## src/rtl/afc_pkg.sv

```systemverilog
package afc_pkg;

    localparam int COORD_BITS_DEF = 16;
    localparam int PLANE_COUNT    = 6;
    localparam int SIDE_PLANES    = 4;
    localparam int AXES           = 3;
    localparam int NORM_W         = 16;
    localparam int D_SHIFT        = 14;
    localparam int APB_DATA_W     = 64;
    localparam int APB_ADDR_W     = 6;
    localparam int REG_IDX_W      = 3;

    typedef struct packed {
        logic signed [NORM_W-1:0] d;
        logic signed [NORM_W-1:0] nz;
        logic signed [NORM_W-1:0] ny;
        logic signed [NORM_W-1:0] nx;
    } t_plane;

    typedef enum logic [1:0] {
        CLASS_OUTSIDE   = 2'd0,
        CLASS_INTERSECT = 2'd1,
        CLASS_INSIDE    = 2'd2
    } t_class;

    function automatic logic signed [NORM_W-1:0] norm_of(input t_plane pl, input int axis);
        logic signed [NORM_W-1:0] n;
        case (axis)
            0:       n = pl.nx;
            1:       n = pl.ny;
            default: n = pl.nz;
        endcase
        return n;
    endfunction

endpackage

```

## src/rtl/afc_classify.sv

```systemverilog
module afc_classify #(
    parameter int SUM_W = 32
) (
    input  logic                    i_clk,
    input  logic                    i_en,
    input  logic signed [SUM_W-1:0] i_lo [afc_pkg::PLANE_COUNT],
    input  logic signed [SUM_W-1:0] i_hi [afc_pkg::PLANE_COUNT],
    input  logic                    i_skip,
    output afc_pkg::t_class         o_class
);
    import afc_pkg::*;

    t_class r_class;
    t_class n_class;
    logic   w_out;
    logic   w_hit;

    // any outside plane wins, so plane order does not matter here
    always_comb begin
        w_out = 1'b0;
        w_hit = 1'b0;
        for (int p = 0; p < PLANE_COUNT; p++) begin
            if (p < SIDE_PLANES || !i_skip) begin
                if (!i_lo[p][SUM_W-1] && (|i_lo[p])) w_out = 1'b1;
                if (!i_hi[p][SUM_W-1])               w_hit = 1'b1;
            end
        end
        if (w_out)      n_class = CLASS_OUTSIDE;
        else if (w_hit) n_class = CLASS_INTERSECT;
        else            n_class = CLASS_INSIDE;
    end

    always_ff @(posedge i_clk) begin
        if (i_en) begin
            r_class <= n_class;
        end
    end

    assign o_class = r_class;

endmodule

```

## config.mk

```make
export PLATFORM = sky130hd
export DESIGN_NAME = afc_classify
export DESIGN_NICKNAME = d
export VERILOG_FILES = /design/src/rtl/afc_pkg.sv /design/src/rtl/afc_classify.sv
export SDC_FILE = /design/constraint.sdc
export NUM_CORES = 1
export LEC_CHECK = 0
export BUFFER_PORTS_ARGS = -buffer_cell sky130_fd_sc_hd__clkbuf_2
export CORE_AREA = 2 2 150 152
export DETAILED_ROUTE_END_ITERATION = 7
export DIE_AREA = 0 0 152 154
export GPL_ROUTABILITY_DRIVEN = 1
export PLACE_DENSITY = 0.3
export SETUP_SLACK_MARGIN = 0.2
export SYNTH_ARGS = -nofsm -noshare
export SYNTH_HDL_FRONTEND = slang
export SYNTH_SLANG_ARGS = --single-unit
```

## constraint.sdc

```tcl
create_clock -name i_clk -period 3 [get_ports i_clk]
set_clock_uncertainty 0.15 [all_clocks]
set_input_delay 0.15 -clock i_clk [delete_from_list [all_inputs] [get_ports i_clk]]
set_output_delay 0.15 -clock i_clk [all_outputs]
set_load 0.05 [all_outputs]
```

==> flow_summary.toml <==
[clock_tree]
clk_transition_reported_paths_ps = 30
tritoncts_clock_tree = "built"
cts_max_level = 1
holdBufCountCts = 1
cts_resized = 0
postCtsSetupBuffers = 0
cts-root-buf = "clkbuf_16"
clock-sinks = 2
cts_buffer_depth = 2
cts-buffers-inserted = 3

[synth]
yosysWarningCount = 0
sequential_share_of_the_synthesized_area = 0.116
syn_inst = 76
postSynthNetCount = 463
synth.cell_area_um2 = 518
syn-mean-instance-area_um2 = 6.82
synthDistinctLibCells = 11
yosys_register_bits = 2

[sta]
timing.final.ws_setup_ps = 1140
period_minus_slack_ps = 1860
worst_slew_pin_slew_ps = 542
finalSetupViolations = 0
slew_headroom = 0.635
fin_setup_tns_ps = 0
fmax_ghz = 0.537
layout_worst_path_cycle_share = 0.621
grt_setup_unrepaired = "false"
maxSlewViolCount = 0
final_hold_vios = 0

[grt]
grt_remaining_overflow = 0
grt_usage = 0.0454
via_count_of_the_first_global_routing_pass = 1597
grt_pass1_wl_mm = 8.02
largest_net_degree_at_the_start_of_global_routing = 4
antenna_violations_before_repair = 3

[place]
portBuffers = 202
hpwlAfterDp_mm = 5.60
post_dp_cell_area_mm2 = 0.00189
placement_setup_slack_ps = 758
place.gp.congestion = 0.652

[final_layout]
filler_cell_count = 2564
area.growth.synth_to_final_pct = 282
largest_reg_flops = 2
multi_input_combinational_cell_area_um2 = 458
mostFrequentLayoutCell = "clkbuf_2"
drive_above_1_share = 0.731
ff_latch_area_um2 = 60.1
postLayoutCellArea_mm2 = 0.00198
final_core_utilization = 0.0912
final_cell_mix = "202 x clkbuf_2, 44 x nor4_1, 13 x nand4_1"
design.final.nets = 672

[pwr]
share_clk_of_total_power = 0.509
net-switching-power_mw = 0.0931
leakage_power_nw = 0.947
power.density_cell_area_mw_per_mm2 = 202
intPower_mw = 0.306
worst_ir_drop_vdd_v = 0.0000849
combinational_share_of_power = 0.408
p_seq_frac = 0.083
power.switching_fraction = 0.233

[routing]
route.detailed.drc = 0
firstDrtPassIters = 3
drtAntennaViolNets = 0
wl_per_cell_um = 10.1
total_detailed_routing_wirelength_mm = 5.70
via_per_inst = 2.81
drt_iter0_drc = 40
route.vias.total = 1586

[floorplan]
placeableCoreArea_mm2 = 0.0217
die_h_um = 154
floorplan.initialDensity = 0.0239
floorplan.die.width_um = 152
die_outline_area_mm2 = 0.0234
rows = 54
num_io_pins = 389

[setup_path]
cp_data_arrival_time_ps = 1740
cp_data_required_time_ps = 2880
start_kind = "input port"
endpoint_kind = "register"
cp_max_fo = 2
crit_path_category = "input port to register"

[outcome]
outcome = "finished, final reports clean"

[worst_hold_path]
min_path_type = "input port to register"
holdPathStages = 3

[job]
maxCapViolations = 0
cells in the mapped netlist:
master / count / area [µm²]
nor4_1: 44 / 275
nand4_1: 13 / 81.3
nor3_1: 5 / 25.0
nor2_1: 4 / 15.0
o21bai_1: 3 / 22.5
edfxtp_1: 2 / 60.1
a21oi_1: 1 / 5.00
nor4_2: 1 / 12.5
o2111ai_1: 1 / 8.76
o21ai_0: 1 / 5.00
o31ai_1: 1 / 7.51
critical path, cell delays in order:
cell,delay (ps)
clkbuf_2,80
nor4_1,310
nand4_1,150
o21bai_1,380
o2111ai_1,310
nor4_1,350
kinds of logic after synthesis:
family | synth area share
DFF | 0.116
and+or+nand+nor | 0.790
AOI/OAI and AO/OA | 0.0942
final timing paths:
kind | slack [ps] | startpoint | to
setup / recovery | 1140 | i_lo[161] | o_class[1]$_SDFFCE_PP0P_
hold / removal | 200 | i_hi[191] | o_class[1]$_SDFFCE_PP0P_
power groups by stage:
stage               sequential (mW)  combinational, mW  clock (mW)
floorplan                    0.0390             0.0166           0
global placement             0.0334              0.165           0
detailed placement           0.0336              0.166           0
CTS                          0.0333              0.167       0.207
global route                 0.0333              0.181       0.211
finish                       0.0331              0.163       0.203
per-layer routing:
metal	global-route usage	part of all wire	vias to the layer above
li1	-	-	779
met3	0.0192	0.17	4
met1	0.0460	0.34	642
met4	0.0120	0.0086	0
met2	0.0856	0.49	161
met5	0	0	-
stage by stage:
step / power [mW] / std cells / hold slack [ps]
finish: 0.399 / 565 / 195
global route: 0.426 / 563 / 220
CTS: 0.408 / 563 / 201
detailed placement: 0.199 / 559 / 229
global placement: 0.198 / 559 / 228
floorplan: 0.0556 / 76 / 112
final cells by class:
type / instances / area share
repair buffers: 204 / 0.520
well taps: 280 / 0.177
flip-flops and latches: 2 / 0.0304
diodes: 2 / 0.00253
clock buffers: 3 / 0.0380
multi-input cells: 74 / 0.232
Power figures use the tool's default switching activity.
