$ cat config.mk
export PLATFORM = sky130hd
export DESIGN_NAME = afc_corner_sel
export DESIGN_NICKNAME = d
export VERILOG_FILES = /design/src/rtl/afc_pkg.sv /design/src/rtl/afc_corner_sel.sv
export SDC_FILE = /design/constraint.sdc
export NUM_CORES = 1
export LEC_CHECK = 0
export BUFFER_PORTS_ARGS = -buffer_cell sky130_fd_sc_hd__buf_2
export CAP_MARGIN = 40
export CORE_AREA = 5 5 410 412
export DETAILED_ROUTE_END_ITERATION = 6
export DIE_AREA = 0 0 415 417
export MAX_ROUTING_LAYER = met4
export SYNTH_ARGS = -nofsm -noshare
export SYNTH_HDL_FRONTEND = slang
export SYNTH_SLANG_ARGS = --single-unit
export TNS_END_PERCENT = 1
$ cat constraint.sdc
create_clock -name i_clk -period 1.75 [get_ports i_clk]
set_input_delay 0.0875 -clock i_clk [delete_from_list [all_inputs] [get_ports i_clk]]
set_output_delay 0.0875 -clock i_clk [all_outputs]
set_load 0.005 [all_outputs]
$ cat src/rtl/afc_pkg.sv
package afc_pkg;

    localparam int COORD_BITS_DEF = 16;
    localparam int PLANE_COUNT    = 6;
    localparam int SIDE_PLANES    = 4;
    localparam int AXES           = 3;
    localparam int NORM_W         = 16;
    localparam int D_SHIFT        = 14;
    localparam int APB_DATA_W     = 64;
    localparam int APB_ADDR_W     = 6;
    localparam int REG_IDX_W      = 3;

    typedef struct packed {
        logic signed [NORM_W-1:0] d;
        logic signed [NORM_W-1:0] nz;
        logic signed [NORM_W-1:0] ny;
        logic signed [NORM_W-1:0] nx;
    } t_plane;

    typedef enum logic [1:0] {
        CLASS_OUTSIDE   = 2'd0,
        CLASS_INTERSECT = 2'd1,
        CLASS_INSIDE    = 2'd2
    } t_class;

    function automatic logic signed [NORM_W-1:0] norm_of(input t_plane pl, input int axis);
        logic signed [NORM_W-1:0] n;
        case (axis)
            0:       n = pl.nx;
            1:       n = pl.ny;
            default: n = pl.nz;
        endcase
        return n;
    endfunction

endpackage

$ cat src/rtl/afc_corner_sel.sv
module afc_corner_sel #(
    parameter int COORD_BITS = afc_pkg::COORD_BITS_DEF
) (
    input  logic                         i_clk,
    input  logic                         i_en,
    input  logic signed [COORD_BITS-1:0] i_min [afc_pkg::AXES],
    input  logic signed [COORD_BITS-1:0] i_max [afc_pkg::AXES],
    input  logic                         i_skip,
    input  afc_pkg::t_plane              i_plane [afc_pkg::PLANE_COUNT],
    output logic signed [COORD_BITS-1:0] o_near [afc_pkg::PLANE_COUNT][afc_pkg::AXES],
    output logic signed [COORD_BITS-1:0] o_far  [afc_pkg::PLANE_COUNT][afc_pkg::AXES],
    output logic                         o_skip
);
    import afc_pkg::*;

    logic signed [COORD_BITS-1:0] r_near [PLANE_COUNT][AXES];
    logic signed [COORD_BITS-1:0] r_far  [PLANE_COUNT][AXES];
    logic                         r_skip;

    // zero normal counts as non-negative: min is the near coordinate
    always_ff @(posedge i_clk) begin
        if (i_en) begin
            r_skip <= i_skip;
            for (int p = 0; p < PLANE_COUNT; p++) begin
                for (int a = 0; a < AXES; a++) begin
                    if (norm_of(i_plane[p], a) < 0) begin
                        r_near[p][a] <= i_max[a];
                        r_far[p][a]  <= i_min[a];
                    end else begin
                        r_near[p][a] <= i_min[a];
                        r_far[p][a]  <= i_max[a];
                    end
                end
            end
        end
    end

    assign o_near = r_near;
    assign o_far  = r_far;
    assign o_skip = r_skip;

endmodule

==> summary.txt, run 1 <==
Detailed routing
  • Routed wire length: 89100 um
  • DR WL/cell: 20.3 um
  • Routed Antenna Nets: 0
  • Vias post-DR: ~15000
  • Initial DRC Count: 1097
  • Router iterations before antenna repair: 5
  • DRC: 0
  • Vias/cell: 3.45

GRT
  • Initial antenna violation count: 18
  • First-pass GRT wire length: about 120000 um
  • Pin count of the biggest net entering global routing: slightly below 80
  • GR Util All Layers: ~10%
  • Grt total ovfl: 0
  • Vias in the first global route: 15400

Clocking
  • Root Buffer: clkbuf_16
  • CTS tree: yes
  • Clock sink total: 577
  • CTS Hold Bufs: between 100 and 150
  • Clk slew on worst S/H paths: 0.06 ns
  • CTS resizes: 0
  • Clock buffer depth: 3
  • H-tree depth: 3
  • Setup bufs post-CTS: 0
  • CTS buffer count: 68

Die
  • Ports: 1060
  • Row count: 149
  • Die X: 415 um
  • Die area: 173000 um^2
  • Chip height: approximately 420 um
  • Core region area: 164000 um^2
  • Starting Density: 16.8%

Synth
  • Synth Register Bits: 577
  • Net count after synthesis: 1804
  • Synthesized area: 27500 um^2
  • Yosys cell types: 7
  • Synth Instances: 1321
  • Yosys warns: 0
  • Mean Syn Cell Area: between 20 and 25 um^2
  • Register area share after synthesis: 63.0%

Layout
  • Register Area: 17300 um^2
  • Nets@finish: 2621
  • Fin cells: 4381
  • Layout area overhead: 33.6%
  • # fillers: roughly 17000
  • Share of layout cells above drive strength 1: 65.7%
  • Area of the multi-input gates: 8510 um^2

Placed design
  • Hpwl dp: 64300 um
  • Worst slack, placed: 0.276 ns
  • Placer Congestion: 0.782
  • Port buffer count: 693
  • Inst Count DP: 4112

STA
  • Final setup fails: 1
  • Tmin final: 1.78 ns
  • Final hold slack: 0.0405 ns
  • Final setup margin: -0.0333 ns
  • Hold Vio Cnt, Final: 0
  • RSZ-0062 raised after global routing: no
  • Fmax achieved: 561 MHz
  • Tightest Pin Transition: 0.682 ns
  • Slew Limit Fails: 0
  • Slew headroom: 54.5%
  • Final period util: 102%

Power and ir drop
  • Pwr Total: 0.0365 W
  • Leakage power: 15.1 nW
  • Pwr/cell area: 994 nW/um^2
  • IR Drop Worst-Case VDD: 0.000788 V

Critical path
  • Max Fanout on Critical Path: 26
  • Worst Path Arrival: 2.18 ns
  • Critical Path RT: 2.15 ns
  • WS Path Type: input port to flop
  • CP max stage delay: 0.62 ns
  • Critical Path Most Common Cell: dlygate4sd3_1
  • Critical Path Source Type: input port
  • Cell chain of the critical path: dlygate4sd3_1 > buf_2 > buf_12 > mux2_4 > dlygate4sd3_1
  • Nature of the critical path endpoint: flop
  • Slowest CP cell: dlygate4sd3_1

Status
  • Failing checks: negative setup slack
  • Status: finished, violations left

Run
  • Max cap viols: 0

Hold path
  • Worst hold path type: input port to flop
==> cell type report <==
class	count	share of cell area, %
repair buffers	915	16.3
diodes	3	0.0204
well taps	2189	7.46
multi-input cells	576	23.2
flip-flops and latches	577	47.2
clock buffers	82	4.89
clock inverters	39	1.01
==> routing by layer <==
layer / vias to the layer above / GRT usage, % / share of wire [%]
met5: - / - / 0
met4: 0 / 3.72 / 3.4
met3: 168 / 3.43 / 8.2
met2: 689 / 15.9 / 47
met1: 7574 / 12.0 / 41
li1: 6685 / - / -
==> state kept, by name, summed over array words and instances (netlist names) <==
| register | flops |
|---|---|
| o_near | 288 |
| o_skip | 1 |
| o_far | 288 |
==> worst max-delay path, delay by kind of cell <==
family,cells,cell delay [ns]
buffers and inverters,4,1.77
muxes,1,0.32
==> synthesized netlist by cell type <==
master	count	area, um^2
buf_12	54	1080
buf_6	18	203
clkbuf_1	94	353
clkbuf_2	2	10.0
edfxtp_1	577	17300
mux2_2	36	405
mux2_4	540	8110
==> through the flow <==
step / TNS, ns / utilization (%) / instance area [um^2]
floorplan: 0 / - / 27500
global placement: 0 / 20.2 / 33100
global route: 0 / 22.4 / 36700
CTS: 0 / 22.4 / 36700
detailed placement: 0 / 20.2 / 33100
finish: -0.0333 / 22.4 / 36700
==> power by group <==
group          switching, W  total (W)  internal [W]
Sequential         0.000394     0.0171        0.0167
Clock               0.00597     0.0139       0.00798
Combinational       0.00260    0.00545       0.00285
Total               0.00896     0.0365        0.0276
==> cell families after synthesis <==
kind of cell,Yosys count,share of synthesized area [%]
DFF,577,63.0
muxes,576,31.0
buffers and inverters,168,5.99
==> path summary, 6_finish.rpt <==
kind,slack (ns),cells after the start,to,from
setup / recovery,-0.03,5,o_near[206],i_plane[303]
hold / removal,0.04,2,o_near[201],i_max[9]
==> cell usage in the layout, fill, tap and decap left out <==
| cell | netlist | layout |
|---|---|---|
| mux2_2 | 36 | 36 |
| clkinv_16 | 0 | 1 |
| buf_12 | 54 | 37 |
| edfxtp_1 | 577 | 577 |
| mux2_4 | 540 | 540 |
| buf_2 | 0 | 692 |
| dlygate4sd3_1 | 0 | 145 |
| inv_6 | 0 | 1 |
| diode_2 | 0 | 3 |
| inv_8 | 0 | 1 |
| clkbuf_1 | 94 | 12 |
| inv_16 | 0 | 1 |
| clkinv_8 | 0 | 3 |
| buf_4 | 0 | 40 |
| bufinv_16 | 0 | 4 |
| clkinv_1 | 0 | 17 |
| clkinv_2 | 0 | 7 |
| clkbuf_16 | 0 | 70 |
| clkinvlp_4 | 0 | 1 |
| clkinv_4 | 0 | 3 |
| buf_8 | 0 | 1 |
(Power assumes the default switching activity.)
==> run 2: changes to the inputs <==
--- a/config.mk
+++ b/config.mk
@@ -5,11 +5,12 @@
 export SDC_FILE = /design/constraint.sdc
 export NUM_CORES = 1
 export LEC_CHECK = 0
+export ABC_AREA = 1
 export BUFFER_PORTS_ARGS = -buffer_cell sky130_fd_sc_hd__buf_2
 export CAP_MARGIN = 40
-export CORE_AREA = 5 5 410 412
+export CORE_AREA = 5 5 407 409
 export DETAILED_ROUTE_END_ITERATION = 6
-export DIE_AREA = 0 0 415 417
+export DIE_AREA = 0 0 412 414
 export MAX_ROUTING_LAYER = met4
 export SYNTH_ARGS = -nofsm -noshare
 export SYNTH_HDL_FRONTEND = slang
==> run 2 against run 1 <==
  * Utilization down 0.79 points
  * Synthesized area fell by 4.1%
  * Highest routed layer unchanged
  * Critical path depth is 1 higher
  * The flow now finishes without violations
  * Synthesized cell count is 93% higher
  * Sequential power hardly changed
  * Cell area is 4.9% lower
==> summary.txt, run 2 <==
Synth
  • Synthesized area: 26400 um^2
  • Synth Instances: around 2500
  • Post-synth EDFFs: 577
  • Most frequent cell after synthesis: nand2_1
  • Top cells by count, synth: nand2_1, edfxtp_1, nand2_2
  • Register area share after synthesis: around 66%
  • Fraction of registers with async set/reset: 0%
  • Share of the synthesized area in the top cell type: roughly 66%
  • Largest area contributor in the netlist: edfxtp_1
  • Synth Flop Type: edfxtp_1
  • Yosys cell types: 11
  • Synth Register Bits: 577
  • Net count after synthesis: just over 3000
  • Synth area leaders: edfxtp_1, nand2_1, buf_6
  • Yosys warns: 0
  • Mean Syn Cell Area: 10.4 um^2

Detailed routing
  • Routed wire length: 111000 um
  • Vias/cell: 3.79
  • DR WL/cell: 19.9 um
  • Router iterations before antenna repair: 5
  • Routed Antenna Nets: 0
  • Vias post-DR: 21000
  • Initial DRC Count: 2294
  • DRC: 0

Placed design
  • Port buffer count: a little under 700
  • Placer Congestion: roughly 0.85
  • Hpwl dp: 78900 um

Clocking
  • Root Buffer: clkbuf_16
  • Clk slew on worst S/H paths: 0.06 ns
  • CTS tree: yes
  • CTS buffer count: 69
  • H-tree depth: 3
  • Clock sink total: 577
  • Clock buffer depth: 3

Critical path
  • Max Fanout on Critical Path: 12
  • CP max stage delay: 0.56 ns
  • Buffers & Inverters on Critical Path: 4
  • Worst Path Arrival: between 2 and 2.5 ns
  • Critical Path Most Common Cell: dlygate4sd3_1
  • Nature of the critical path endpoint: flop
  • Critical Path Source Type: input port
  • Delay-heaviest family, CP: buffers and inverters
  • WS Path Type: input port to flop
  • Cell chain of the critical path: dlygate4sd3_1 > clkbuf_4 > nand2_1 > dlygate4sd3_1 > nand2_1 > dlygate4sd3_1
  • Critical Path RT: 2.13 ns
  • Setup crit start: i_min[32]
  • Slowest CP cell: dlygate4sd3_1

GRT
  • Most Used Layer, Global Route: met2
  • Pin count of the biggest net entering global routing: 53
  • Grt total ovfl: 0
  • Vias in the first global route: between 20000 and 25000
  • First-pass GRT wire length: 153000 um
  • Initial antenna violation count: 7
  • Met3 usage in global routing: 6.04%
  • Met2 Resource Use GR: 18.7%
  • GR Util All Layers: roughly an eighth
  • Grt met1 use: 15.4%

Power and ir drop
  • Switch Pwr: around 0.0099 W
  • Internal power: about 0.026 W
  • Clk pwr share: between 30% and 40%
  • Switching share of power: between 20% and 30%
  • IR Drop Worst-Case VDD: 0.000669 V
  • Sequential Power Share: 47.4%
  • Leakage power: around 16 nW
  • Comb power frac: 14.0%
  • Pwr Total: 0.0362 W
  • Pwr/cell area: 1040 nW/um^2

STA
  • RSZ-0062 raised after global routing: no
  • Setup TNS: 0 ns
  • Hold Vio Cnt, Final: 0
  • Tightest Pin Transition: 0.629 ns
  • Final setup fails: 0
  • Slew Limit Fails: 0
  • Final period util: 99.6%
  • Fmax achieved: 574 MHz
  • Slew headroom: 58.1%
  • Tmin final: 1.74 ns
  • Final hold slack: 0.0753 ns

Die
  • Die area: around 170000 um^2
  • Ports: 1060
  • Core region area: roughly 160000 um^2
  • Starting Density: 16.3%
  • Chip height: around 410 um
  • Row count: 148
  • Die X: roughly 410 um

Status
  • Status: finished clean

Layout
  • Most frequent cells in the layout: nand2_1, buf_2, edfxtp_1
  • Layout area overhead: 32.4%
  • Nets@finish: 3794
  • Share of layout cells above drive strength 1: 29.0%
  • Most common library cell in the layout ignoring fill and taps: nand2_1

Run
  • Max cap viols: 0

Hold path
  • Worst hold path type: input port to flop
  • HP Start: i_max[45]
==> run 2: logic make-up after synthesis <==
group / share of synthesized area, %
buf+inv: 8.66
simple gates: 25.6
flops: 65.7
==> run 2: path summary, 6_finish.rpt <==
kind | end | cells after the start | slack, ns
setup / recovery | o_far[128] | 6 | 0.008
hold / removal | o_near[93] | 3 | 0.08
==> run 2: layer usage <==
metal  vias to the layer above  share of wire (%)
met2                      1238                 43
met1                      9938                 40
met5                         -                  0
met3                       191                 14
li1                       9618                  -
met4                         0                3.6
==> run 2: repair_timing <==
action / CTS / global route
hold buffers: 164 / 0
resized for setup: 0 / 4
setup buffers: 0 / 1
setup endpoints to repair: 0 / 2
hold endpoints to repair: 595 / 0
==> run 2: power by group through the flow <==
stage / clock network [W] / registers, W / logic (W)
6_report: 0.0140 / 0.0172 / 0.00507
5_1_grt: 0.0149 / 0.0173 / 0.00558
4_1_cts: 0.0144 / 0.0172 / 0.00513
3_5_place_dp: 0 / 0.0174 / 0.00479
3_3_place_gp: 0 / 0.0174 / 0.00474
2_1_floorplan: 0 / 0.0175 / 0.00189
==> run 2: per-stage QoR <==
step           utilization, %  setup slack [ns]  instance area [um^2]  cells
6_report                 21.6           0.00753                 34900   5543
5_1_grt                  21.6           0.00679                 34900   5536
4_1_cts                  21.6            0.0914                 34900   5532
3_5_place_dp             19.2             0.551                 31100   5249
3_3_place_gp             19.2             0.541                 31100   5249
2_1_floorplan               -              1.03                 26400   2545
==> run 2: layout make-up <==
type	instances	area, um^2
Clock inverter	38	343
Timing Repair Buffer	916	5770
Sequential cell	577	17300
Clock buffer	81	1790
Fill cell	17400	127000
Tap cell	2175	2720
Multi-Input combinational cell	1728	6760
Timing Repair inverter	1	8.76
Antenna cell	9	22.5
Inverter	18	170
==> run 2: tightest hold or removal path, stage by stage <==
cell and delay, ns:
buf_2 0.29, nand2_1 0.13, nand2_1 0.05
